[src/design/ackermann_steering_solver_assert.svh]
// ----------------------------------------------------------------------------
// Assertion macros for the Ackermann steering solver
// These macros wrap the concurrent checks that are clocked on clk and held off
// during reset.
// ----------------------------------------------------------------------------
`ifndef ACKERMANN_STEERING_SOLVER_ASSERT_SVH
`define ACKERMANN_STEERING_SOLVER_ASSERT_SVH

// The consequent must hold in the same cycle as the antecedent.
`define ACKSS_ASSERT_NOW(lbl, clk_i, rstn_i, ante, cons) \
	lbl: assert property (@(posedge clk_i) disable iff (!rstn_i) (ante) |-> (cons)) \
		else $error("ackss check failed");

// The consequent must hold in the cycle after the antecedent.
`define ACKSS_ASSERT_NEXT(lbl, clk_i, rstn_i, ante, cons) \
	lbl: assert property (@(posedge clk_i) disable iff (!rstn_i) (ante) |=> (cons)) \
		else $error("ackss check failed");

`endif

[src/design/ackss_pkg.sv]
// ----------------------------------------------------------------------------
// Ackermann steering solver package
// Shared constants, register codes and the sideband type of the pipeline.
// ----------------------------------------------------------------------------
`default_nettype none

package ackss_pkg;

	localparam int ANG_W = 34;
	localparam int ATAN_LEN = 24;

	typedef enum logic [0:0] {
		REG_AXLE_OFFSET,
		REG_TRACK_OFFSET
	} cfg_reg_t;

	localparam logic [11:0] AXLE_OFFSET_RST = 12'd236;
	localparam logic [11:0] TRACK_OFFSET_RST = 12'd289;

	localparam logic signed [10:0] STEER_MAX = 11'sd900;
	localparam logic signed [10:0] STEER_MIN = -11'sd900;

	// Tenths of a degree to binary angle: q * mag + floor((r * mag + bias) / 225).
	localparam logic [20:0] Z_SCALE_Q = 21'd1193046;
	localparam logic [6:0] Z_SCALE_R = 7'd106;
	localparam logic [6:0] Z_BIAS = 7'd112;
	localparam logic [24:0] Z_RECIP = 25'd19088744;

	localparam logic signed [ANG_W-1:0] QUARTER_TURN = 34'sd1073741824;
	localparam logic [8:0] DEG_SCALE = 9'd360;
	localparam logic [40:0] DEG_HALF = 41'h0_8000_0000;
	localparam logic [7:0] SERVO_CENTER = 8'd90;
	localparam logic [7:0] SPEED_SAT = 8'd255;

	localparam logic [31:0] ATAN_TAB [ATAN_LEN] = '{
		32'h20000000, 32'h12E4051E, 32'h09FB385B, 32'h051111D4, 32'h028B0D43,
		32'h0145D7E1, 32'h00A2F61E, 32'h00517C55, 32'h0028BE53, 32'h00145F2F,
		32'h000A2F98, 32'h000517CC, 32'h00028BE6, 32'h000145F3, 32'h0000A2FA,
		32'h0000517D, 32'h000028BE, 32'h0000145F, 32'h00000A30, 32'h00000518,
		32'h0000028C, 32'h00000146, 32'h000000A3, 32'h00000051
	};

	typedef struct packed {
		logic       straight;
		logic       neg;
		logic [7:0] thr;
	} meta_t;

endpackage

`default_nettype wire

[src/design/ackss_speed.sv]
// ----------------------------------------------------------------------------
// Servo and speed back end
// Turns the wheel angles into servo positions and divides the magnitudes
// into saturated motor duties with an eight stage restoring divider.
// ----------------------------------------------------------------------------
`default_nettype none

module ackss_speed import ackss_pkg::*; #(
	parameter int FRAC_BITS = 16,
	localparam int VW = FRAC_BITS + 20,
	localparam int PPW = VW + 8
) (
	input  wire logic               clk,
	input  wire logic               arst_n,
	input  wire logic               in_valid,
	output logic                    in_ready,
	input  wire meta_t              in_meta,
	input  wire logic signed [ANG_W-1:0] ang [2],
	input  wire logic [VW-1:0]      mag [2],
	output logic                    out_valid,
	input  wire logic               out_ready,
	output logic [7:0]              servo [4],
	output logic [7:0]              speed [2]
);

	localparam int NS = 10;

	logic [NS-1:0] v;
	logic [NS:0]   rdy;
	meta_t         meta_s1;

	logic [39:0]    dp_s1 [2];
	logic           dneg_s1 [2];
	logic [PPW-1:0] pp_s1 [2];
	logic [VW-1:0]  den_s1 [2];
	logic           numz_s1 [2];
	logic [6:0]     deg [2];

	logic [7:0]     sv_s [4][9];
	logic [7:0]     q_s [2][9];
	logic [PPW-1:0] rem_s [2][9];
	logic [VW-1:0]  dn_s [2][9];
	logic           done_s [2][9];

	assign rdy[NS] = out_ready;
	for (genvar k = 0; k < NS; k++) begin : g_rdy
		assign rdy[k] = ~v[k] | rdy[k+1];
	end
	assign in_ready = rdy[0];
	assign out_valid = v[NS-1];

	always_ff @(posedge clk or negedge arst_n) begin
		if (!arst_n) begin
			v <= '0;
		end else begin
			if (rdy[0]) v[0] <= in_valid;
			for (int i = 1; i < NS; i++) begin
				if (rdy[i]) v[i] <= v[i-1];
			end
		end
	end

	always_ff @(posedge clk) begin
		if (rdy[0]) meta_s1 <= in_meta;
	end

	for (genvar l = 0; l < 2; l++) begin : g_lane
		logic [30:0]    aabs;
		logic [40:0]    dr;
		logic [PPW-1:0] den8;
		logic [7:0]     fix;
		logic           done0;

		assign aabs = ang[l][ANG_W-1] ? 31'(-ang[l]) : 31'(ang[l]);
		assign dr = dp_s1[l] + DEG_HALF;
		assign deg[l] = dr[38:32];
		assign den8 = PPW'(den_s1[l]) << 8;

		always_comb begin
			done0 = 1'b1;
			if (meta_s1.straight) fix = meta_s1.thr;
			else if (den_s1[l] == '0) fix = numz_s1[l] ? meta_s1.thr : SPEED_SAT;
			else if (pp_s1[l] >= den8) fix = SPEED_SAT;
			else begin
				fix = '0;
				done0 = 1'b0;
			end
		end

		always_ff @(posedge clk) begin
			if (rdy[0]) begin
				dp_s1[l] <= aabs * DEG_SCALE;
				dneg_s1[l] <= ang[l][ANG_W-1];
				pp_s1[l] <= in_meta.thr * mag[l];
				den_s1[l] <= mag[1-l];
				numz_s1[l] <= (mag[l] == '0);
			end
			if (rdy[1]) begin
				q_s[l][0] <= fix;
				done_s[l][0] <= done0;
				rem_s[l][0] <= pp_s1[l];
				dn_s[l][0] <= den_s1[l];
			end
		end

		// One quotient bit per stage, most significant first.
		for (genvar j = 0; j < 8; j++) begin : g_div
			logic [PPW-1:0] dsh;
			logic           take;
			assign dsh = PPW'(dn_s[l][j]) << (7 - j);
			assign take = ~done_s[l][j] && (rem_s[l][j] >= dsh);
			always_ff @(posedge clk) begin
				if (rdy[j+2]) begin
					done_s[l][j+1] <= done_s[l][j];
					dn_s[l][j+1] <= dn_s[l][j];
					rem_s[l][j+1] <= take ? rem_s[l][j] - dsh : rem_s[l][j];
					q_s[l][j+1] <= take ? (q_s[l][j] | (8'd1 << (7 - j))) : q_s[l][j];
				end
			end
		end

		assign speed[l] = q_s[l][8];
	end

	// Servo order: front left, front right, back left, back right.
	always_ff @(posedge clk) begin
		if (rdy[1]) begin
			if (meta_s1.straight) begin
				for (int i = 0; i < 4; i++) sv_s[i][0] <= SERVO_CENTER;
			end else begin
				sv_s[0][0] <= dneg_s1[0] ? SERVO_CENTER + 8'(deg[0]) : SERVO_CENTER - 8'(deg[0]);
				sv_s[2][0] <= dneg_s1[0] ? SERVO_CENTER - 8'(deg[0]) : SERVO_CENTER + 8'(deg[0]);
				sv_s[1][0] <= dneg_s1[1] ? SERVO_CENTER - 8'(deg[1]) : SERVO_CENTER + 8'(deg[1]);
				sv_s[3][0] <= dneg_s1[1] ? SERVO_CENTER + 8'(deg[1]) : SERVO_CENTER - 8'(deg[1]);
			end
		end
		for (int j = 0; j < 8; j++) begin
			if (rdy[j+2]) begin
				for (int i = 0; i < 4; i++) sv_s[i][j+1] <= sv_s[i][j];
			end
		end
	end

	for (genvar i = 0; i < 4; i++) begin : g_sv
		assign servo[i] = sv_s[i][8];
	end

endmodule

`default_nettype wire

[config.mk]
export PLATFORM = sky130hd
export DESIGN_NAME = ackss_speed
export DESIGN_NICKNAME = d
export VERILOG_FILES = /design/src/design/ackermann_steering_solver_assert.svh /design/src/design/ackss_pkg.sv /design/src/design/ackss_speed.sv
export SDC_FILE = /design/constraint.sdc
export NUM_CORES = 2
export LEC_CHECK = 0
export BUFFER_PORTS_ARGS = -buffer_cell sky130_fd_sc_hd__buf_2
export CORE_MARGIN = 8
export CORE_UTILIZATION = 45
export CTS_BUF_LIST = sky130_fd_sc_hd__clkbuf_2
export DETAILED_ROUTE_END_ITERATION = 7
export PLACE_DENSITY = 0.66
export SKIP_CTS_REPAIR_TIMING = 1
export SLEW_MARGIN = 40
export SYNTH_ARGS = -nofsm -noshare
export SYNTH_HDL_FRONTEND = slang
export SYNTH_SLANG_ARGS = --single-unit
[constraint.sdc]
create_clock -name clk -period 23.8 [get_ports clk]
set_input_delay 4.76 -clock clk [delete_from_list [all_inputs] [get_ports clk]]
set_output_delay 4.76 -clock clk [all_outputs]
set_load 0.05 [all_outputs]
==> qor.txt <==
status = finished clean
syn_nets = 12.8k
Slew @ Worst Pin = 0.817 ns
VDD IR-drop max = 0.0000581 V
final HPWL from detailed placement = 215000 microns
Worst path max stage delay = 0.51 ns
commonest non-fill, non-tap cells in the layout = 1899 x edfxtp_1, 1377 x inv_1, 922 x ha_1, 867 x nand2_1, 677 x a21oi_1
EDFF count, synth = 1899
slowest stage cell, crit path = and3_1
wire per inst = 18.1 microns
core box area = 0.273 sq mm
clock root cell = clkbuf_2
Final Hold Viols = 0
Final nets = 13.1k
Mapped Area = 0.123 sq mm
Setup Viol. Count Final = 0
R2R setup slack = 19.08 ns
Die X = 539 microns
Reg2Reg Depth = 11
RR Endpoint = rem_s[0][195]
CP cell instances = buf_2 > nor2b_1 > and2_1 > and3_1 > nand4_1 > buf_4 > nor2_1 > and2_1 > nand2_4 > buf_2
PortBufs = 198
maximum clock rate = 79.5 MHz
I/O pin cnt = 204
Pwr Total = 18.6 mW
top_reg_cell synth = edfxtp_1
Synth warnings = 0
Initial DRT Pass Iterations = 6
Yosys cell types = 84
Std-Cell Rows = 192
post-route ant nets = 0
sum of negative setup slack = 0 ns
FILL cells = 24.3k
maxcap violations = 0
Routed WL = 279000 microns
Hold Crit Start = dn_s[0][184]
GP Congestion = 0.930
Leak = 57.7 nW
Worst R2R Start = rem_s[0][226]
die area = 0.290 sq mm
share of post-route cells with drive strength above 1 = 10.2%
initial antenna violation count = 40
Worst Path Class, Setup = in2out
final worst-path cycle share = 52.9%
fin. max-slew vios = 0
Critical path origin = out_ready
initial detailed-routing violation count = 5984
Clock Path Buffers = 4
CP arrival = 7.82 ns
GR Overflow Total = 0
GRT Overall Usage = 18.7%
commonest non-fill, non-tap cell in the layout = edfxtp_1
clock slew at reported path FFs = 0.09 ns
global-route wire length before repair = 446000 microns
Sink Count = 1909
CTS tree = yes
Initial Utilization = 45.1%
Worst-Skew Late Latency = 1.65 ns
worst hold path class = reg2reg
CTS Buf Count = 452
Clock Skew = 0.210 ns
Synth Register Bits = 1909
Via Count = 83.1k
# DRC = 0
async set-or-reset flop fraction in the synthesized netlist = 0.524%
Die Y = 539 microns
vias in the first global route = 85.1k
sequential share of the synthesized area = 46.6%
RSZ-0062 raised after global routing = no
H-tree Lvls = 5
pwr/cell area = 141 mW/mm^2
Mean Syn Cell Area = 11.0 sq um
crit-path max FO = 36
crit end category = output port
Synth Instances = 11.1k
worst path required time = 19.04 ns
Synth-to-Final Area Change = 7.27%
Via density = 5.38
max-slew headroom at the worst pin = 44.1%
Worst Setup Start Kind = primary input
crit path to = in_ready
largest net degree at the start of global routing = 176
min Tclk post-route = 12.58 ns
[cell families after synthesis]
kind of cell             count (synthesis)  share of synthesized area [%]
buffers and inverters                 1745                           5.48
AO/OA/AOI/OAI                         2443                           12.5
multiplexers                           156                           1.42
adder cells (fa/ha/maj)               1454                           18.0
AND/OR/NAND/NOR                       2769                           11.3
flip-flops                            1909                           46.6
XOR/XNOR                               667                           4.76
[Yosys cell counts (all sizes together), types with 35 or more instances]
cell type / number / share of area (%)
o21bai: 103 / 0.63
xor2: 247 / 1.8
a211oi: 69 / 0.42
clkbuf: 296 / 0.90
inv: 1382 / 4.2
or4: 35 / 0.22
nand2b: 89 / 0.45
nor4: 85 / 0.46
a21o: 405 / 2.5
o21ai: 641 / 2.6
nand4: 146 / 0.74
nor2: 490 / 1.5
and2: 457 / 2.3
o211ai: 36 / 0.22
a31oi: 73 / 0.37
or3: 37 / 0.19
nand2: 870 / 2.7
o21a: 79 / 0.48
buf: 67 / 0.36
nand3: 160 / 0.65
xnor2: 420 / 3.0
a21oi: 682 / 2.8
mux2: 150 / 1.4
edfxtp: 1899 / 46
ha: 922 / 9.4
fa: 532 / 8.7
nor3: 125 / 0.51
and3: 58 / 0.30
nor2b: 91 / 0.46
o31ai: 68 / 0.43
[metrics by stage]
stage	instance area [sq um]	util, %	hold slack (ns)	std cells	setup WS [ns]
5_1_grt	132000	48.4	0.256	15400	11.00
4_1_cts	132000	48.3	0.260	15400	11.19
2_1_floorplan	123000	-	0.400	11100	2.96
3_3_place_gp	128000	46.8	0.401	14600	11.33
3_5_place_dp	128000	46.8	0.405	14600	11.19
6_report	132000	48.4	0.325	15400	11.22
[flip-flops by register name, summed over array words and instances, names as in the netlist]
register and cells:
den_s1 72, dn_s 576, dneg_s1 2, done_s 16
dp_s1 16, meta_s1 9, numz_s1 2, pp_s1 88
q_s 144, rem_s 704, sv_s 270, v 10
[routing by layer]
layer  track usage [%]  part of all wire (%)
met4              9.62                   5.3
met2              30.7                    46
met5                 0                 0.075
met3              3.64                   5.9
met1              23.4                    43
[where the power goes]
group	internal, mW	leakage (nW)	switching, mW	total, mW
Combinational	4.17	34.8	5.87	10.0
Sequential	5.65	19.8	0.765	6.41
Clock	0.857	3.12	1.24	2.10
[area by class of cell]
| class | instances | area (sq um) | share of cell area [%] |
|---|---|---|---|
| multi-input combinational | 7489 | 59200 | 44.9 |
| sequential | 1909 | 57300 | 43.4 |
| inverter | 1382 | 5220 | 3.95 |
| tap | 3589 | 4490 | 3.40 |
| clock buffer | 622 | 3110 | 2.36 |
| timing repair buffer | 258 | 1530 | 1.16 |
| clock inverter | 160 | 1050 | 0.800 |
| antenna | 23 | 57.6 | 0.0436 |
[worst max-delay path: cells and delay by family]
| family | cells | cell delay (ns) |
|---|---|---|
| buf+inv | 3 | 0.67 |
| simple gates | 7 | 2.36 |
[worst min-delay path by stage]
stage | endpoint | slack, ns | cells past startpoint
floorplan | q_s[0][10] | 0.40 | 0
detailed placement | q_s[0][32] | 0.40 | 0
CTS | q_s[0][44] | 0.26 | 0
global placement | sv_s[1][42] | 0.40 | 0
finish | dn_s[0][148] | 0.33 | 0
global route | q_s[0][48] | 0.26 | 0
No activity file was read; power rests on OpenSTA's default activity.
